File: src/rtl/core/alrmw_pkg.sv
`default_nettype none

package alrmw_pkg;

  // Default sizes of the location table.
  localparam int LOCATIONS_DEF   = 1024;
  localparam int VALUE_WIDTH_DEF = 32;

  // Fixed field widths of the stream beats.
  localparam int CMD_W   = 2;
  localparam int LOC_W   = 10;
  localparam int DATA_W  = 32;
  localparam int BOP_W   = 3;
  localparam int STAT_W  = 2;
  localparam int LOC_SPAN = 1 << LOC_W;

  localparam int IN_TDATA_W  = 80;
  localparam int IN_TUSER_W  = CMD_W + BOP_W;
  localparam int OUT_TDATA_W = DATA_W;
  localparam int OUT_TUSER_W = STAT_W + 1;

  // Command codes.
  localparam logic [CMD_W-1:0] CMD_STORE = 2'd0;
  localparam logic [CMD_W-1:0] CMD_CAS   = 2'd1;
  localparam logic [CMD_W-1:0] CMD_FOP   = 2'd2;

  // Fetch-op kinds.
  localparam logic [BOP_W-1:0] OP_ADD = 3'd0;
  localparam logic [BOP_W-1:0] OP_SUB = 3'd1;
  localparam logic [BOP_W-1:0] OP_AND = 3'd2;
  localparam logic [BOP_W-1:0] OP_OR  = 3'd3;
  localparam logic [BOP_W-1:0] OP_XOR = 3'd4;

  // Status codes.
  localparam logic [STAT_W-1:0] ST_OK       = 2'd0;
  localparam logic [STAT_W-1:0] ST_NULL     = 2'd1;
  localparam logic [STAT_W-1:0] ST_NO_STORE = 2'd2;
  localparam logic [STAT_W-1:0] ST_UNKNOWN  = 2'd3;

  // Outcome of one command, from the execute logic to the table writes and the result register.
  typedef struct packed {
    logic [STAT_W-1:0] status;
    logic              success;
    logic              wr_en;
  } exec_ctl_t;

endpackage

`default_nettype wire

File: src/rtl/core/alrmw_exec.sv
`default_nettype none

module alrmw_exec #(
  parameter int VALUE_WIDTH = alrmw_pkg::VALUE_WIDTH_DEF
) (
  input  wire logic [alrmw_pkg::CMD_W-1:0] cmd,
  input  wire logic                        loc_null,
  input  wire logic [alrmw_pkg::BOP_W-1:0] bop,
  input  wire logic [VALUE_WIDTH-1:0]      data_v,
  input  wire logic [VALUE_WIDTH-1:0]      exp_v,
  input  wire logic                        old_valid,
  input  wire logic [VALUE_WIDTH-1:0]      prior_value,
  output alrmw_pkg::exec_ctl_t             ctl,
  output logic      [VALUE_WIDTH-1:0]      wr_value,
  output logic      [VALUE_WIDTH-1:0]      res_value
);
  import alrmw_pkg::*;

  logic [VALUE_WIDTH-1:0] fop_value;
  logic                   fop_known;

  // Fetch-op arithmetic, wrapping at the value width.
  always_comb begin
    fop_known = 1'b1;
    case (bop)
      OP_ADD:  fop_value = prior_value + data_v;
      OP_SUB:  fop_value = prior_value - data_v;
      OP_AND:  fop_value = prior_value & data_v;
      OP_OR:   fop_value = prior_value | data_v;
      OP_XOR:  fop_value = prior_value ^ data_v;
      default: begin
        fop_value = '0;
        fop_known = 1'b0;
      end
    endcase
  end

  // Command decode. The null location wins over every other check.
  always_comb begin
    ctl.status  = ST_OK;
    ctl.success = 1'b0;
    ctl.wr_en   = 1'b0;
    wr_value    = data_v;
    res_value   = '0;
    if (loc_null) begin
      ctl.status = ST_NULL;
    end else begin
      case (cmd)
        CMD_STORE: begin
          ctl.success = 1'b1;
          ctl.wr_en   = 1'b1;
          res_value   = data_v;
        end
        CMD_CAS: begin
          if (!old_valid) begin
            ctl.status = ST_NO_STORE;
          end else begin
            res_value = prior_value;
            if (prior_value == exp_v) begin
              ctl.success = 1'b1;
              ctl.wr_en   = 1'b1;
            end
          end
        end
        CMD_FOP: begin
          if (!old_valid) begin
            ctl.status = ST_NO_STORE;
          end else if (!fop_known) begin
            ctl.status = ST_UNKNOWN;
          end else begin
            ctl.success = 1'b1;
            ctl.wr_en   = 1'b1;
            wr_value    = fop_value;
            res_value   = fop_value;
          end
        end
        default: begin
          ctl.status = ST_UNKNOWN;
        end
      endcase
    end
  end

endmodule

`default_nettype wire

File: config.mk
export PLATFORM = sky130hd
export DESIGN_NAME = alrmw_exec
export DESIGN_NICKNAME = d
export VERILOG_FILES = /design/src/rtl/core/alrmw_pkg.sv /design/src/rtl/core/alrmw_exec.sv
export SDC_FILE = /design/constraint.sdc
export NUM_CORES = 1
export LEC_CHECK = 0
export ABC_AREA = 1
export BUFFER_PORTS_ARGS = -buffer_cell sky130_fd_sc_hd__buf_2
export CAP_MARGIN = 20
export CORE_MARGIN = 2
export CORE_UTILIZATION = 25
export DETAILED_ROUTE_END_ITERATION = 10
export PLACE_DENSITY_LB_ADDON = 0.12
export REMOVE_ABC_BUFFERS = 1
export SLEW_MARGIN = 30
export SYNTH_ARGS = -nofsm -noshare
export SYNTH_HDL_FRONTEND = slang
export SYNTH_SLANG_ARGS = --single-unit
File: constraint.sdc
create_clock -name vclk -period 3.5
set_input_delay 0.175 -clock vclk [all_inputs]
set_output_delay 0.175 -clock vclk [all_outputs]
set_load 0.1 [all_outputs]
==> summary.txt, run 1 <==
Setup path
  • Critical Path RT: 3.32 ns
  • Critical Setup Path Class: input pin to primary output
  • Critical path buffer and inverter count: 5
  • CP Launch Type: input pin
  • Arr. time, crit path: 3.29 ns
  • CP delay by family, top: simple AND/OR/NAND/NOR gates
  • Largest fanout on the critical path: 4
  • Crit end category: primary output
  • CP max-delay cell: ha_1
  • Slowest stage delay, CP: 0.36 ns
  • CP cell instances: buf_8 > inv_6 > ha_4 > nand3_4 > nor2_4 > nand2_4 > buf_6 > o31ai_4 > o21a_1 > o21ai_1 > xor2_1 > ha_1 > nand2_2 > buf_4 > nor2_2 > nand2_2 > nor2_1 > nand2_2 > nand3_2 > nand3_2 > nand2_2 > nand2_2 > a21oi_4 > buf_12
  • Crit path from: data_v[1]
  • Most Frequent Cell on Critical Path: nand2_2

Layout
  • Layout cells sized above 1: 33.8%
  • P&R area growth vs syn: 55.6%
  • Register area: 0 um^2
  • # diodes: 0
  • Most frequent cells in the layout: nand2_1, inv_1, buf_4
  • Seq_cells: 0
  • Most common cell after layout, fill and taps aside: nand2_1
  • Fill cells: 2814
  • Core Util, Final: 39.7%
  • Post-Layout Cell Count: 1767
  • Final nets: 1643
  • Final instance area: 10000 um^2
  • CLK BUF: 0

Power
  • PwrDens: 182 nW/um^2
  • Pwr Total: 1.82 mW
  • Leak: 5.22 nW
  • Maximum VDD drop: 76.4 uV

Timing
  • Slew headroom: 45.0%
  • RSZ-0062 raised after global routing: true
  • Pins Over Slew Limit: 0
  • Post-Route Setup TNS: 0 ns
  • Finish-stage setup viols: 0
  • Tightest Pin Transition: 0.824 ns
  • Fmax: 0.288 GHz
  • Final min period: 3.47 ns
  • Final setup margin: 0.0328 ns
  • Hold Fails Final Rpt: 0
  • Hold_ws: 0.809 ns
  • Period utilization: 99.1%

Detailed routing
  • WL/cell: 15.7 um
  • Via density: 4.65
  • Drt pass-1 iters: 7
  • DRC violations left: 0
  • Via count: 8222
  • Final ANT Viol Nets: 0
  • Final WL: 27800 um
  • Iteration-0 DRC count of the detailed router: 487

Yosys
  • Largest cells by area after synthesis: nand2_1, ha_1, inv_1
  • Netlist cell types: 47
  • Cells after Synth: 1175
  • Register area share after synthesis: 0%
  • Area share of the largest cell type after synthesis: 20.0%
  • YS warnings: 0
  • Mean post-synth cell area: 5.49 um^2
  • Synthesized cell area: 6450 um^2
  • Yosys top cell by area: nand2_1

Placement
  • Area after DPL: 9270 um^2
  • Post-Place Worst Slack: -0.296 ns
  • PortBufs: 171
  • Detailed Place HPWL: 23200 um
  • RePlAce Congestion: 0.941
  • Placed cell count: 1754

Worst hold path
  • Min-Delay Path Class: input pin to primary output
  • Hold path start: loc_null

Floorplan
  • Starting Density: 25.5%
  • I/O pin count: 171
  • Area of the die: 27100 um^2
  • Die X: 165 um
  • Rows: 58
  • Core area: 25300 um^2
  • Die H: 165 um

Global routing
  • All-Layer GR Usage: 20.1%
  • Global-route wire length before repair: 42700 um
  • Largest net degree at the start of global routing: 33
  • Initial antenna violation count: 0
  • Vias in the first global route: 7655
  • Overflow after GRT: 0

Status
  • Status: complete, no violations

Flow run
  • Max-Cap Viols: 0

CTS
  • CTS Hold Bufs: 0
-- power breakdown --
group / total (mW) / switching [mW] / internal (mW) / leakage (nW)
clock: 0 / 0 / 0 / 0
combinational: 1.82 / 1.16 / 0.667 / 5.22
sequential: 0 / 0 / 0 / 0
total: 1.82 / 1.16 / 0.667 / 5.22
-- synthesized netlist by cell type (all sizes together) (7+ instances only) --
cell type  instances
or2               12
xnor2             13
nand2            363
a221oi            17
nand4             16
ha               100
o21ai             68
nor2             108
xor2              45
a31oi              9
nand3             57
o22ai             23
a21oi             64
buf               19
clkbuf            13
inv              203
nor3              12
nand3b             7
-- repair_timing --
item                                    CTS  global route
buffers inserted                          4            11
endpoints found under the setup margin   28            41
resized for setup                        44           151
pin swaps                                22            46
-- kinds of logic after synthesis --
logic type               count (synthesis)  synth area share (%)
AND/OR/NAND/NOR                        580                  39.1
XOR/XNOR                                58                  7.88
AO/OA/AOI/OAI                          200                  18.5
buffers and inverters                  236                  14.7
adder cells (fa/ha/maj)                101                  19.7
-- path summary, 6_finish.rpt --
kind	endpoint	cells after the start
setup / recovery	res_value[29]	24
hold / removal	ctl[3]	3
-- layout make-up --
type / count / area, um^2 / area share (%)
inverter: 204 / 776 / 7.73
timing repair buffer: 294 / 2780 / 27.7
multi-input combinational: 939 / 6070 / 60.5
tap: 330 / 413 / 4.11
-- metal layers --
| layer | GRT usage [%] | vias to the layer above | wire (um) |
|---|---|---|---|
| met1 | 30.7 | 3750 | 14400 |
| met4 | 1.11 | 0 | 146 |
| met5 | 0 | - | 0 |
| met2 | 32.6 | 162 | 12300 |
| met3 | 0.829 | 10 | 998 |
| li1 | - | 4300 | - |
No activity file was read; power rests on OpenSTA's default activity.
==> run 2: changes to the inputs <==
Settings changed: ABC_AREA 1 to unset.
==> run 2 against run 1 <==
The run now ends with negative setup slack left. Global-route usage increased by 1.2 points. Via count decreased by 11%. Worst setup slack got worse by 1.1 ns. Area after synthesis decreased by 14%. Highest routed layer unchanged. First-iteration DRC count decreased by 3.1%. Die area decreased by 14%. Critical path type unchanged.
==> summary.txt, run 2 <==
Detailed routing
  • Via density: 5.21 (+12%)
  • Final WL: 26200 um (-5.9%)
  • DRC violations left: 0 (unchanged)
  • Via count: 7322 (-11%)
  • Iteration-0 DRC count of the detailed router: 472 (-3.1%)
  • Drt pass-1 iters: 7 (unchanged)
  • WL/cell: 18.6 um (+18%)
  • Final ANT Viol Nets: 0 (unchanged)

Timing
  • Slew headroom: 37.2% (-7.8 points)
  • Finish-stage setup viols: 44 (+44)
  • Hold Fails Final Rpt: 0 (unchanged)
  • RSZ-0062 raised after global routing: true
  • Pins Over Slew Limit: 0 (unchanged)
  • Period utilization: 131% (+31 points)
  • Final setup margin: -1.07 ns (-1.10 ns)
  • Fmax: 0.219 GHz (-24%)
  • Tightest Pin Transition: 0.942 ns (+0.118 ns)
  • Final min period: 4.57 ns (+1.10 ns)

Setup path
  • Crit end category: primary output
  • CP max-delay cell: or4_4
  • CP delay by family, top: simple AND/OR/NAND/NOR gates
  • Critical Setup Path Class: input pin to primary output
  • Slowest stage delay, CP: 0.54 ns (+0.18 ns)
  • Critical path depth: 16 (-33%)
  • Arr. time, crit path: 4.39 ns (+1.10 ns)
  • Critical path buffer and inverter count: 3 (-2)
  • CP Launch Type: input pin
  • CP cell instances: buf_6 > or4_4 > or4_4 > or3_4 > o41ai_4 > xnor2_1 > ha_1 > nand4_1 > or3_1 > o21a_1 > o41ai_2 > buf_4 > mux2i_4 > a21oi_2 > o21a_1 > buf_12
  • Critical Path RT: 3.32 ns (about the same)
  • Largest fanout on the critical path: 4 (unchanged)

Global routing
  • Overflow after GRT: 0 (unchanged)
  • Initial antenna violation count: 2 (+2)
  • All-Layer GR Usage: 21.3% (+1.2 points)
  • Vias in the first global route: 7342 (-4.1%)
  • Largest net degree at the start of global routing: 33 (unchanged)
  • Global-route wire length before repair: 40700 um (-4.7%)

Yosys
  • Count leader, synth: ha_1
  • Mean post-synth cell area: 6.76 um^2 (+23%)
  • Netlist cell types: 59 (+26%)
  • Largest family of logic cells by synthesized area: compound AO/OA/AOI/OAI gates
  • Post-synthesis mux area share: 0.951% (+0.95 points)
  • Synthesized cell area: 5530 um^2 (-14%)
  • Cells after Synth: 817 (-30%)
  • Synth Area in Compound Gates: 35.8% (+17 points)
  • Post-synth top cells: ha_1, inv_1, nand2_1, o21ai_0, nor2_1
  • Yosys top cell by area: ha_1
  • Area share of the largest cell type after synthesis: 22.6% (+2.6 points)
  • Largest cells by area after synthesis: ha_1, xnor2_1, xor2_1
  • Adder and majority cell fraction of the synthesized area: 23.0% (+3.3 points)
  • YS warnings: 0 (unchanged)
  • Synth Area in XOR/XNOR: 13.9% (+6.1 points)
  • Register area share after synthesis: 0% (unchanged)
  • Post-synthesis simple-gate area fraction: 17.5% (-22 points)

Power
  • PwrDens: 207 nW/um^2 (+14%)
  • Maximum VDD drop: 88.2 uV (+15%)
  • Leak: 4.54 nW (-13%)
  • Pwr Total: 2.03 mW (+11%)

Floorplan
  • Area of the die: 23300 um^2 (-14%)
  • Starting Density: 25.4% (-0.14 points)
  • Die H: 153 um (-7.3%)
  • Die X: 153 um (-7.3%)
  • Core area: 21800 um^2 (-14%)
  • I/O pin count: 171 (unchanged)
  • Rows: 54 (-6.9%)

Layout
  • Most common cell after layout, fill and taps aside: buf_4
  • Register area: 0 um^2 (unchanged)
  • Layout cells sized above 1: 44.7% (+11 points)
  • Area of the multi-input gates: 5840 um^2 (-3.8%)
  • CLK BUF: 0 (unchanged)
  • P&R area growth vs syn: 77.5%
  • Fill cells: 2253 (-20%)
  • Final nets: 1330 (-19%)
  • Most frequent cells in the layout: buf_4, buf_2, ha_1
  • Core Util, Final: 45.1% (+5.3 points)
  • Seq_cells: 0 (unchanged)

Placement
  • Detailed Place HPWL: 20500 um (-12%)
  • PortBufs: 171 (unchanged)
  • RePlAce Congestion: 0.907 (-3.6%)
  • Post-Place Worst Slack: -1.46 ns (-1.16 ns)

Worst hold path
  • WHS Path Cells: 3 (unchanged)
  • Min-Delay Path Class: input pin to primary output

CTS
  • CTS Hold Bufs: 0 (unchanged)

Status
  • Status: complete, but fails checks
  • Failing checks: negative setup slack

Flow run
  • Max-Cap Viols: 0 (unchanged)
-- run 2: cell types whose count changed in the layout (fill, tap and decap cells not counted), moves of 38 or more --
cell     change
nand3_1     -38
nand2_2     -51
inv_1      -109
nand2_1    -240
buf_4       +47
a22oi_1     +40
-- run 2: layer usage --
metal / up-vias / GRT usage [%] / share of wire, %
li1: 3607 / - / -
met1: 3506 / 29.4 / 46
met2: 188 / 37.7 / 48
met3: 21 / 1.25 / 3.9
met4: 0 / 1.98 / 1.2
met5: - / 0 / 0
-- run 2: path summary, 6_finish.rpt --
check       start       endpoint
max    data_v[10]  res_value[29]
min      loc_null         ctl[3]
-- run 2: logic make-up (layout without fill, tap and decap cells) --
logic type      after synthesis  count (layout)
compound gates              293             293
simple gates                202             202
buf+inv                     128             435
fa+ha+maj                   101             101
xor+xnor                     88              88
mux                           5               5
other cells                   0               2
-- run 2: layout make-up --
class                      instances  area share, %
tap                              280           3.57
inverter                          77           2.95
antenna                            2         0.0510
timing repair buffer             358           33.9
multi-input combinational        689           59.5
-- run 2: metrics by stage --
step / hold slack [ns] / TNS [ns] / std cells / cell area, um^2
6_report: 0.820 / -28.74 / 1406 / 9810
5_1_grt: 0.836 / -35.94 / 1405 / 9810
4_1_cts: 0.825 / -28.31 / 1389 / 9320
3_5_place_dp: 0.822 / -41.55 / 1372 / 8610
3_3_place_gp: 0.822 / -39.84 / 1372 / 8610
2_1_floorplan: 0.688 / -93.60 / 766 / 5330
-- run 2: power by group --
part           switching [mW]  leakage (nW)  internal (mW)
Combinational            1.15          4.54          0.876
Sequential                  0             0              0
Clock                       0     0.0000127   0.0000000764
Total                    1.15          4.54          0.876
-- run 2: tightest hold or removal path, stage by stage --
cell	delay, ns
buf_2	0.13
a21oi_1	0.05
buf_2	0.29
-- run 2: timing repair --
action,in CTS,in global routing
pin swaps,70,60
resized for setup,144,94
setup endpoints to repair,46,49
setup buffers,18,15
==> run 3: changes to the inputs <==
Settings changed: BUFFER_PORTS_ARGS -buffer_cell sky130_fd_sc_hd__buf_2 to -buffer_cell sky130_fd_sc_hd__buf_4, CORE_ASPECT_RATIO set to 1.5.
==> run 3 against run 2 <==
Global-route usage rose by 1.3 points. Highest routed layer unchanged. Largest power group unchanged. Fmax fell by 0.34%. Clock-buffer cell count did not move. Utilization fell by 0.58 points. The run still ends with negative setup slack left. Non-clock buffer count rose by 8. Sequential share of layout area did not move. Via count rose by 1.5%. Worst hold slack got worse by 0.090 ns.
==> summary.txt, run 3 (synthesis gave the netlist of run 2 again) <==
Status
  • Status: complete, but fails checks
  • Failing checks: negative setup slack

Setup path
  • Arr. time, crit path: 4.41 ns (+0.02 ns)
  • Critical Setup Path Class: input pin to primary output
  • Largest fanout on the critical path: 4 (unchanged)
  • Crit end category: primary output
  • Critical Path RT: 3.32 ns (about the same)
  • CP Launch Type: input pin

Timing
  • Fmax: 0.218 GHz (-0.34%)
  • Post-Route Setup TNS: -29.06 ns (-0.317 ns)
  • Finish-stage setup viols: 45 (+2.3%)
  • Pins Over Slew Limit: 0 (unchanged)
  • Tightest Pin Transition: 0.936 ns (-0.00660 ns)
  • Final setup margin: -1.08 ns (-0.0155 ns)
  • Period utilization: 131% (+0.44 points)
  • Final min period: 4.58 ns (+0.0155 ns)
  • RSZ-0062 raised after global routing: true
  • Slew headroom: 37.3% (+0.16 points)
  • Hold Fails Final Rpt: 0 (unchanged)

Detailed routing
  • DRC violations left: 0 (unchanged)
  • Via density: 5.29 (+1.6%)
  • Via count: 7432 (+1.5%)
  • Final WL: 27600 um (+5.5%)
  • WL/cell: 19.7 um (+5.6%)
  • Drt pass-1 iters: 6 (-1)
  • Final ANT Viol Nets: 0 (unchanged)
  • Iteration-0 DRC count of the detailed router: 318 (-33%)

Layout
  • P&R area growth vs syn: 75.0%
  • Most frequent cells in the layout: buf_4, ha_1, inv_1
  • # diodes: 0 (-2)
  • Final nets: 1338 (+0.60%)
  • Post-Layout Cell Count: 1404 (-0.14%)
  • Seq_cells: 0 (unchanged)
  • Most common cell after layout, fill and taps aside: buf_4
  • Register area: 0 um^2 (unchanged)
  • CLK BUF: 0 (unchanged)
  • Layout cells sized above 1: 44.8% (+0.13 points)
  • Fill cells: 2279 (+1.2%)

Power
  • PwrDens: 208 nW/um^2 (+0.75%)
  • Maximum VDD drop: 88.5 uV (+0.40%)
  • Leak: 4.59 nW (+1.2%)

Floorplan
  • Die H: 186 um (+22%)
  • Area of the die: 23300 um^2 (+0.10%)
  • Core area: 21700 um^2 (-0.17%)
  • Die X: 125 um (-18%)
  • Starting Density: 25.4% (+0.044 points)
  • I/O pin count: 171 (unchanged)
  • Rows: 66 (+22%)

CTS
  • CTS Hold Bufs: 0 (unchanged)

Global routing
  • Global-route wire length before repair: 41900 um (+3.1%)
  • Largest net degree at the start of global routing: 41 (+24%)
  • Overflow after GRT: 0 (unchanged)
  • Initial antenna violation count: 0 (-2)
  • Vias in the first global route: 7659 (+4.3%)
  • All-Layer GR Usage: 22.6% (+1.3 points)

Placement
  • PortBufs: 171 (unchanged)
  • Detailed Place HPWL: 21800 um (+6.4%)
  • Placed cell count: 1375 (+0.22%)
  • RePlAce Congestion: 0.893 (-1.5%)

Flow run
  • Max-Cap Viols: 0 (unchanged)

Worst hold path
  • WHS Path Cells: 3 (unchanged)
  • Min-Delay Path Class: input pin to primary output
run 3: cell count changes in the layout (fill, tap and decap cells not counted), sizes merged:
cell / change
buf: +15
diode: -2
clkbuf: -7
run 3: what timing repair did:
item                       4_1_cts  5_1_grt
setup buffers                   16       19
setup endpoints to repair       49       51
resized for setup              216       98
hold endpoints to repair         0        0
pin swaps                       79       64
run 3: per-stage QoR:
stage / power (mW) / utilization, % / cell area (um^2) / setup WS [ns] / hold slack [ns]
after floorplan: 0.982 / - / 5330 / -2.90 / 0.688
after global placement: 1.67 / 38.0 / 8250 / -1.53 / 0.732
after detailed placement: 1.67 / 38.0 / 8250 / -1.56 / 0.732
after CTS: 1.87 / 42.1 / 9150 / -1.06 / 0.733
after global routing: 2.16 / 44.5 / 9670 / -1.21 / 0.748
final: 2.01 / 44.5 / 9670 / -1.08 / 0.730
run 3: report_power, final:
group | switching [mW] | leakage, nW | internal (mW) | total, mW
Combinational | 1.15 | 4.59 | 0.861 | 2.01
Sequential | 0 | 0 | 0 | 0
Clock | 0 | 0 | 0 | 0
Total | 1.15 | 4.59 | 0.861 | 2.01
run 3: final timing paths:
check  startpoint            end  slack, ns
max     data_v[7]  res_value[30]      -1.08
min      loc_null         ctl[3]       0.73
run 3: final cells by class:
| cell class | instances | area [um^2] | share of cell area, % |
|---|---|---|---|
| multi-input combinational | 689 | 5810 | 60.1 |
| timing repair buffer | 366 | 3230 | 33.4 |
| tap | 272 | 340 | 3.52 |
| inverter | 77 | 289 | 2.99 |
run 3: worst max-delay path, stage by stage:
cell and delay (ns):
buf_8 0.10, or4_4 0.55, or4_4 0.44, or3_4 0.40, buf_6 0.14, nand3b_1 0.21
nand2_2 0.12, xnor2_2 0.12, ha_1 0.27, a21o_1 0.21, a221o_1 0.40, a21oi_2 0.16
o21ai_2 0.07, a211oi_2 0.24, xnor2_1 0.15, buf_4 0.14, a21oi_2 0.05, a211oi_2 0.22
buf_6 0.27
run 3: layer usage:
layer  GRT usage (%)  wire [um]  up-vias
met5               0          0        -
met1            24.7      10600     3598
li1                -          -     3609
met2            47.0      15400      180
met3            1.24        850       45
met4            5.02        770        0
